**src/hw/rtl/rfp_pkg.sv**
```systemverilog
package rfp_pkg;

  localparam logic [7:0] SyncFirst  = 8'hFD;
  localparam logic [7:0] SyncSecond = 8'h07;
  localparam logic [15:0] CrcPoly   = 16'h1021;

  // body byte positions after the preamble
  localparam logic [3:0] BandIdx      = 4'd5;
  localparam logic [3:0] RssiPeakIdx  = 4'd7;
  localparam logic [3:0] RssiFirstIdx = 4'd8;
  localparam logic [3:0] RssiSecIdx   = 4'd9;
  localparam logic [3:0] CrcHighIdx   = 4'd11;
  localparam logic [3:0] CrcLowIdx    = 4'd12;

  typedef enum logic [2:0] {
    ST_IDLE = 3'b001,
    ST_SYNC = 3'b010,
    ST_BODY = 3'b100
  } hunt_state_t;

  typedef struct packed {
    logic [4:0] band;
    logic [2:0] channel;
    logic [7:0] rssi_peak;
    logic [7:0] rssi_first;
    logic [7:0] rssi_second;
  } rfp_result_t;

  // one byte through CRC-16, poly 0x1021, msb first
  function automatic logic [15:0] crc_feed(input logic [15:0] crc, input logic [7:0] b);
    logic [15:0] c;
    c = crc ^ {b, 8'h00};
    for (int i = 0; i < 8; i++) begin
      if (c[15]) begin
        c = {c[14:0], 1'b0} ^ CrcPoly;
      end else begin
        c = {c[14:0], 1'b0};
      end
    end
    return c;
  endfunction

  localparam logic [15:0] CrcPreamble = crc_feed(crc_feed(16'h0000, SyncFirst), SyncSecond);

endpackage

```
**src/hw/rtl/rfp_parser.sv**
```systemverilog
module rfp_parser (
  input  logic                 clk,
  input  logic                 rst,
  input  logic                 step,
  input  logic [7:0]           data,
  output logic                 hit,
  output rfp_pkg::rfp_result_t res
);
  import rfp_pkg::*;

  hunt_state_t state, state_next;
  logic [3:0]  count, count_next;
  logic [15:0] crc, crc_next;
  logic [7:0]  band_chan, band_chan_next;
  logic [7:0]  rssi_peak, rssi_peak_next;
  logic [7:0]  rssi_first, rssi_first_next;
  logic [7:0]  rssi_second, rssi_second_next;
  logic [7:0]  crc_high, crc_high_next;

  always_comb begin
    state_next       = state;
    count_next       = count;
    crc_next         = crc;
    band_chan_next   = band_chan;
    rssi_peak_next   = rssi_peak;
    rssi_first_next  = rssi_first;
    rssi_second_next = rssi_second;
    crc_high_next    = crc_high;
    hit              = 1'b0;
    case (state)
      ST_SYNC: begin
        if (data == SyncSecond) begin
          crc_next   = CrcPreamble;
          count_next = 4'd0;
          state_next = ST_BODY;
        end else begin
          // a second 0xFD is dropped, not a new start
          state_next = ST_IDLE;
        end
      end
      ST_BODY: begin
        if (count >= CrcLowIdx) begin
          state_next = ST_IDLE;
          count_next = 4'd0;
          hit        = ({crc_high, data} == crc);
        end else begin
          if (count == CrcHighIdx) begin
            crc_high_next = data;
          end else begin
            crc_next = crc_feed(crc, data);
            if (count == BandIdx)     band_chan_next   = data;
            if (count == RssiPeakIdx) rssi_peak_next   = data;
            if (count == RssiFirstIdx) rssi_first_next = data;
            if (count == RssiSecIdx)  rssi_second_next = data;
          end
          count_next = count + 4'd1;
        end
      end
      default: begin
        state_next = (data == SyncFirst) ? ST_SYNC : ST_IDLE;
      end
    endcase
  end

  always_ff @(posedge clk) begin
    if (rst) begin
      state <= ST_IDLE;
      count <= 4'd0;
      crc   <= 16'h0000;
    end else if (step) begin
      state <= state_next;
      count <= count_next;
      crc   <= crc_next;
    end
  end

  always_ff @(posedge clk) begin
    if (step) begin
      band_chan   <= band_chan_next;
      rssi_peak   <= rssi_peak_next;
      rssi_first  <= rssi_first_next;
      rssi_second <= rssi_second_next;
      crc_high    <= crc_high_next;
    end
  end

  assign res.band        = band_chan[7:3];
  assign res.channel     = band_chan[2:0];
  assign res.rssi_peak   = rssi_peak;
  assign res.rssi_first  = rssi_first;
  assign res.rssi_second = rssi_second;

  a_count_range: assert property (@(posedge clk) disable iff (rst)
    (state == ST_BODY) |-> (count <= CrcLowIdx))
    else $error("body count past last byte");

  a_hit_in_body: assert property (@(posedge clk) disable iff (rst)
    hit |-> (state == ST_BODY) && (count == CrcLowIdx))
    else $error("result outside final body byte");

  a_frame_end_idle: assert property (@(posedge clk) disable iff (rst)
    (step && state == ST_BODY && count == CrcLowIdx) |=> (state == ST_IDLE))
    else $error("parser did not return to idle after frame");

endmodule

```
**src/hw/rtl/rfp_out_reg.sv**
```systemverilog
module rfp_out_reg (
  input  logic                 clk,
  input  logic                 rst,
  input  logic                 load,
  input  rfp_pkg::rfp_result_t res_in,
  input  logic                 res_stall,
  output logic                 res_valid,
  output rfp_pkg::rfp_result_t res_out
);
  import rfp_pkg::*;

  logic res_valid_next;

  always_comb begin
    res_valid_next = res_valid;
    if (res_valid && !res_stall) res_valid_next = 1'b0;
    if (load) res_valid_next = 1'b1;
  end

  always_ff @(posedge clk) begin
    if (rst) begin
      res_valid <= 1'b0;
    end else begin
      res_valid <= res_valid_next;
    end
  end

  always_ff @(posedge clk) begin
    if (load) res_out <= res_in;
  end

  a_no_overwrite: assert property (@(posedge clk) disable iff (rst)
    load |-> !(res_valid && res_stall))
    else $error("result overwritten while stalled");

endmodule

```
**src/hw/rtl/rssi_frame_parser_crc16_core.sv**
```systemverilog
// channel  | signals                                         | dir
// rx       | rx_valid, rx_stall, rx_byte                     | in
// res      | res_valid, res_stall, band, channel,            | out
//          | rssi_peak, rssi_first, rssi_second              |
//
// One byte a cycle unless the result stalls. A byte is captured in the
// input register, then parsed and CRC-updated as it leaves; a frame's
// result loads with its last byte. Reset clears the hunt state to idle. A
// stalled result holds in the result register while one more byte is taken
// into the input register; rx_stall rises only when both are full.
module rssi_frame_parser_crc16_core (
  input  logic       clk,
  input  logic       rst,
  input  logic       rx_valid,
  output logic       rx_stall,
  input  logic [7:0] rx_byte,
  output logic       res_valid,
  input  logic       res_stall,
  output logic [4:0] band,
  output logic [2:0] channel,
  output logic [7:0] rssi_peak,
  output logic [7:0] rssi_first,
  output logic [7:0] rssi_second
);
  import rfp_pkg::*;

  logic        in_full;
  logic [7:0]  in_byte;
  logic        step;
  logic        hit;
  rfp_result_t res_comb;
  rfp_result_t res_q;

  // input register drains whenever the result register can take a beat
  assign step     = in_full && (!res_valid || !res_stall);
  assign rx_stall = in_full && !step;

  always_ff @(posedge clk) begin
    if (rst) begin
      in_full <= 1'b0;
    end else if (rx_valid && !rx_stall) begin
      in_full <= 1'b1;
    end else if (step) begin
      in_full <= 1'b0;
    end
  end

  always_ff @(posedge clk) begin
    if (rx_valid && !rx_stall) in_byte <= rx_byte;
  end

  rfp_parser u_parser (
    .clk  (clk),
    .rst  (rst),
    .step (step),
    .data (in_byte),
    .hit  (hit),
    .res  (res_comb)
  );

  rfp_out_reg u_out_reg (
    .clk       (clk),
    .rst       (rst),
    .load      (step && hit),
    .res_in    (res_comb),
    .res_stall (res_stall),
    .res_valid (res_valid),
    .res_out   (res_q)
  );

  assign band        = res_q.band;
  assign channel     = res_q.channel;
  assign rssi_peak   = res_q.rssi_peak;
  assign rssi_first  = res_q.rssi_first;
  assign rssi_second = res_q.rssi_second;

  a_stall_only_full: assert property (@(posedge clk) disable iff (rst)
    rx_stall |-> in_full && res_valid && res_stall)
    else $error("input stalled with room to take a beat");

  a_step_clears: assert property (@(posedge clk) disable iff (rst)
    (step && !(rx_valid && !rx_stall)) |=> !in_full)
    else $error("input register not drained");

endmodule

```
**config.mk**
```make
export PLATFORM = sky130hd
export DESIGN_NAME = rssi_frame_parser_crc16_core
export DESIGN_NICKNAME = d
export VERILOG_FILES = /design/src/hw/rtl/rfp_pkg.sv /design/src/hw/rtl/rfp_parser.sv /design/src/hw/rtl/rfp_out_reg.sv /design/src/hw/rtl/rssi_frame_parser_crc16_core.sv
export SDC_FILE = /design/constraint.sdc
export NUM_CORES = 1
export LEC_CHECK = 0
export ABC_CLOCK_PERIOD_IN_PS = 2600
export BUFFER_PORTS_ARGS = -buffer_cell sky130_fd_sc_hd__buf_4
export CORE_MARGIN = 4
export CORE_UTILIZATION = 45
export DETAILED_ROUTE_END_ITERATION = 10
export PLACE_DENSITY = 0.66
export SYNTH_ARGS = -nofsm -noshare
export SYNTH_HDL_FRONTEND = slang
export SYNTH_SLANG_ARGS = --single-unit
```
**constraint.sdc**
```tcl
create_clock -name clk -period 2.6 [get_ports clk]
set_clock_uncertainty 0.15 [all_clocks]
set_input_delay 0 -clock clk [delete_from_list [all_inputs] [get_ports clk]]
set_output_delay 0 -clock clk [all_outputs]
set_load 0.02 [all_outputs]
```
==> qor.csv <==
stage;metric;value;unit
setup_path;path_cells;nor3b_1 -> nand2_1 -> or4_1 -> o22ai_1 -> dlygate4sd3_1;
sta;fin_tns_setup;0;ns
layout;nets;363;
logic_synthesis;synth_most_common_cell;edfxtp_1;
setup_path;critPathRequiredTime;2.77;ns
setup_path;path_max_fanout;6;
floorplanning;ios;46;
sta;fin_crit_sh;93.7;%
logic_synthesis;yosysTopAreaCell;edfxtp_1;
sta;fmax;0.410;GHz
logic_synthesis;syn_area;4070;um^2
clock_tree;cts_buffers;9;
drt;num_vias;2469;
floorplanning;coreArea;8760;um^2
power_and_ir_drop;peakVddDrop;0.352;mV
layout;syn_to_final_growth;21.1;%
drt;viasPerCell;5.36;
clock_tree;clock_path_buffers;2;
floorplanning;die-area;10600;um^2
logic_synthesis;ys_seq_elements;105;
logic_synthesis;synth_warnings;0;
sta;drv_slew;0;
logic_synthesis;synth_seq_area_share;71.3;%
logic_synthesis;synth_edf_count;80;
logic_synthesis;synth_top_cell_area_share;59.0;%
grt;grt_pass1_wl;12900;um
power_and_ir_drop;p_total;2.95;mW
power_and_ir_drop;p_leak;1.71;nW
placed_design;port_buffers;45;
drt;ant_nets;0;
clock_tree;path_clk_slew;0.10;ns
setup_path;arrival;2.60;ns
drt;drcViolationCount;0;
grt;grt_start_max_net_pins;33;
drt;wl;8270;um
placed_design;hpwlAfterDp;5740;um
setup_path;crit_path_start_kind;flop;
clock_tree;clkLatencyLatePin;0.37;ns
clock_tree;cts-htree-levels;3;
power_and_ir_drop;powerDensity;598;nW/um^2
flow_run;maxCapViolations;0;
sta;fin_ws;0.164;ns
setup_path;setup.worst_path.class;reg -> reg;
logic_synthesis;syn-num-nets;288;
placed_design;place_ws;0.398;ns
logic_synthesis;yosys_most_used_dff;edfxtp_1;
setup_path;cp_top_family;simple AND/OR/NAND/NOR gates;
setup_path;worstSetupPathDepth;5;
sta;fin_crit;2.44;ns
hold_path;min_path_cells;2;
logic_synthesis;syn_area_per_cell;14.9;um^2
grt;grt_pass1_vias;2379;
clock_tree;cts_sinks;105;
layout;drive_above_1_share;22.7;%
logic_synthesis;yosys-top-cells-count;edfxtp_1 (80), dfxtp_1 (25), xor2_1 (21);
drt;dr.pass1.iters;4;
sta;worst_slew_pin_slew;0.761;ns
sta;slew_headroom;49.2;%
sta;finalSetupViolCount;0;
logic_synthesis;synth_cell_type_count;45;
floorplanning;die_y;103;um
sta;final_hold_viol_count;0;
sta;grt_setup_unrepaired;no;
logic_synthesis;netlist_instances;273;
setup_path;crit_slowest_cell;or4_1;
floorplanning;start_util;46.5;%
placed_design;gp_congestion;0.861;
setup_path;crit_buf_inv;1;
drt;drt_iter0_drc;173;
grt;grt_usage;16.3;%
setup_path;worst-r2r-cell-count;5;
drt;routedWlPerCell;17.9;um
setup_path;max_stage_delay;0.59;ns
floorplanning;rows;34;
clock_tree;cts-resized-gates;0;
floorplanning;die_w;103;um
grt;grt.overflow.total;0;
layout;num_antenna_cells;0;
logic_synthesis;netlist_top_cells_area;edfxtp_1 (59%), dfxtp_1 (12%), xor2_1 (4.5%), xnor2_1 (4.3%), a21oi_1 (2.0%);
grt;antenna_found_initial;0;
layout;nFillCells;715;
clock_tree;postCtsSetupBuffers;0;
logic_synthesis;async_reset_ff_share;0;%
clock_tree;root_buffer;clkbuf_8;
outcome;status;finished clean;
clock_tree;cts_tree;done;
hold_path;hold_path_class;in -> reg;
setup_path;worstSetupEndpointType;flop;
[through the flow]
stage	hold slack, ns	instance area [um^2]	utilization [%]	std cells
3_3_place_gp	0.0290	4620	52.7	432
2_1_floorplan	-0.0511	4070	-	273
3_5_place_dp	0.0310	4620	52.7	432
5_1_grt	0.188	4930	56.3	461
4_1_cts	0.185	4930	56.3	461
6_report	0.200	4930	56.3	461
[final timing paths]
check	from	end	slack, ns
max reg2reg	u_parser.state[2]	u_out_reg.res_valid	0.16
min reg2reg	u_parser.rssi_first[4]	u_out_reg.res_out[12]	0.28
max	u_parser.state[2]	u_out_reg.res_valid	0.16
min	rx_byte[5]	in_byte[5]	0.20
[worst reg2reg max path, cell delays in order, from the launching register on]
cell           delay, ns
dfxtp_1             0.43
nor3b_1             0.32
nand2_1             0.20
or4_1               0.59
o22ai_1             0.14
dlygate4sd3_1       0.57
[layout by cell type (no fill, tap or decap), types with 2 or more instances in the layout]
cell type,instances
buf_4,57
nor2_1,6
o311ai_0,2
dlygate4sd3_1,13
clkinv_4,2
o21a_1,2
ha_1,3
or3b_2,2
dfxtp_1,25
inv_8,2
nor4_1,7
xnor2_1,20
inv_6,2
nor3_1,5
nand4_1,8
o32ai_1,4
nand3_1,6
or3_1,2
edfxtp_1,80
nand4bb_1,2
clkbuf_8,9
nor2b_1,4
o21ai_0,7
a211oi_1,6
and3_1,4
a21oi_1,16
nor3b_1,2
nand2_1,7
xor2_1,21
inv_1,8
[layout make-up]
| class | count | area (um^2) | area share, % |
|---|---|---|---|
| tap | 108 | 135 | 2.74 |
| inverter | 8 | 30.0 | 0.609 |
| multi-input combinational | 153 | 1100 | 22.3 |
| clock inverter | 6 | 57.6 | 1.17 |
| timing repair buffer | 71 | 578 | 11.7 |
| sequential | 105 | 2900 | 58.8 |
| clock buffer | 10 | 128 | 2.59 |
[cells by family (layout without fill, tap and decap cells)]
kind of cell               Yosys count  in the layout  synth area share [%]
xor gates and xnor gates            41             41                  8.82
AOI/OAI and AO/OA                   47             47                  8.17
and+or+nand+nor                     62             62                  9.16
DFF                                105            105                  71.3
buffers and inverters               15             95                  1.66
adders and majority gates            3              3                 0.922
[per-layer routing]
layer,GRT usage [%],vias to the layer above,part of all wire (%)
li1,-,1192,-
met1,22.6,1194,45
met2,25.6,72,48
met3,4.33,11,6.3
met4,4.08,0,1.2
met5,0,-,0
[flip-flops by register name, indices dropped and copies added (netlist names)]
| register | flops |
|---|---|
| u_parser.state | 3 |
| u_parser.rssi_second | 8 |
| u_out_reg.res_out | 32 |
| u_parser.band_chan | 8 |
| u_out_reg.res_valid | 1 |
| in_byte | 8 |
| u_parser.crc | 16 |
| u_parser.rssi_first | 8 |
| u_parser.rssi_peak | 8 |
| in_full | 1 |
| u_parser.count | 4 |
| u_parser.crc_high | 8 |
[where the power goes]
group	switching [mW]	total, mW	internal, mW
clock network	0.590	0.963	0.373
registers	0.0155	1.83	1.81
logic	0.0891	0.163	0.0737
total	0.695	2.95	2.26
[repair_timing]
item | 4_1_cts | 5_1_grt
endpoints found under the setup margin | 0 | 0
hold buffers | 13 | 0
hold endpoints to repair | 31 | 0
No activity file was read; power rests on OpenSTA's default activity.
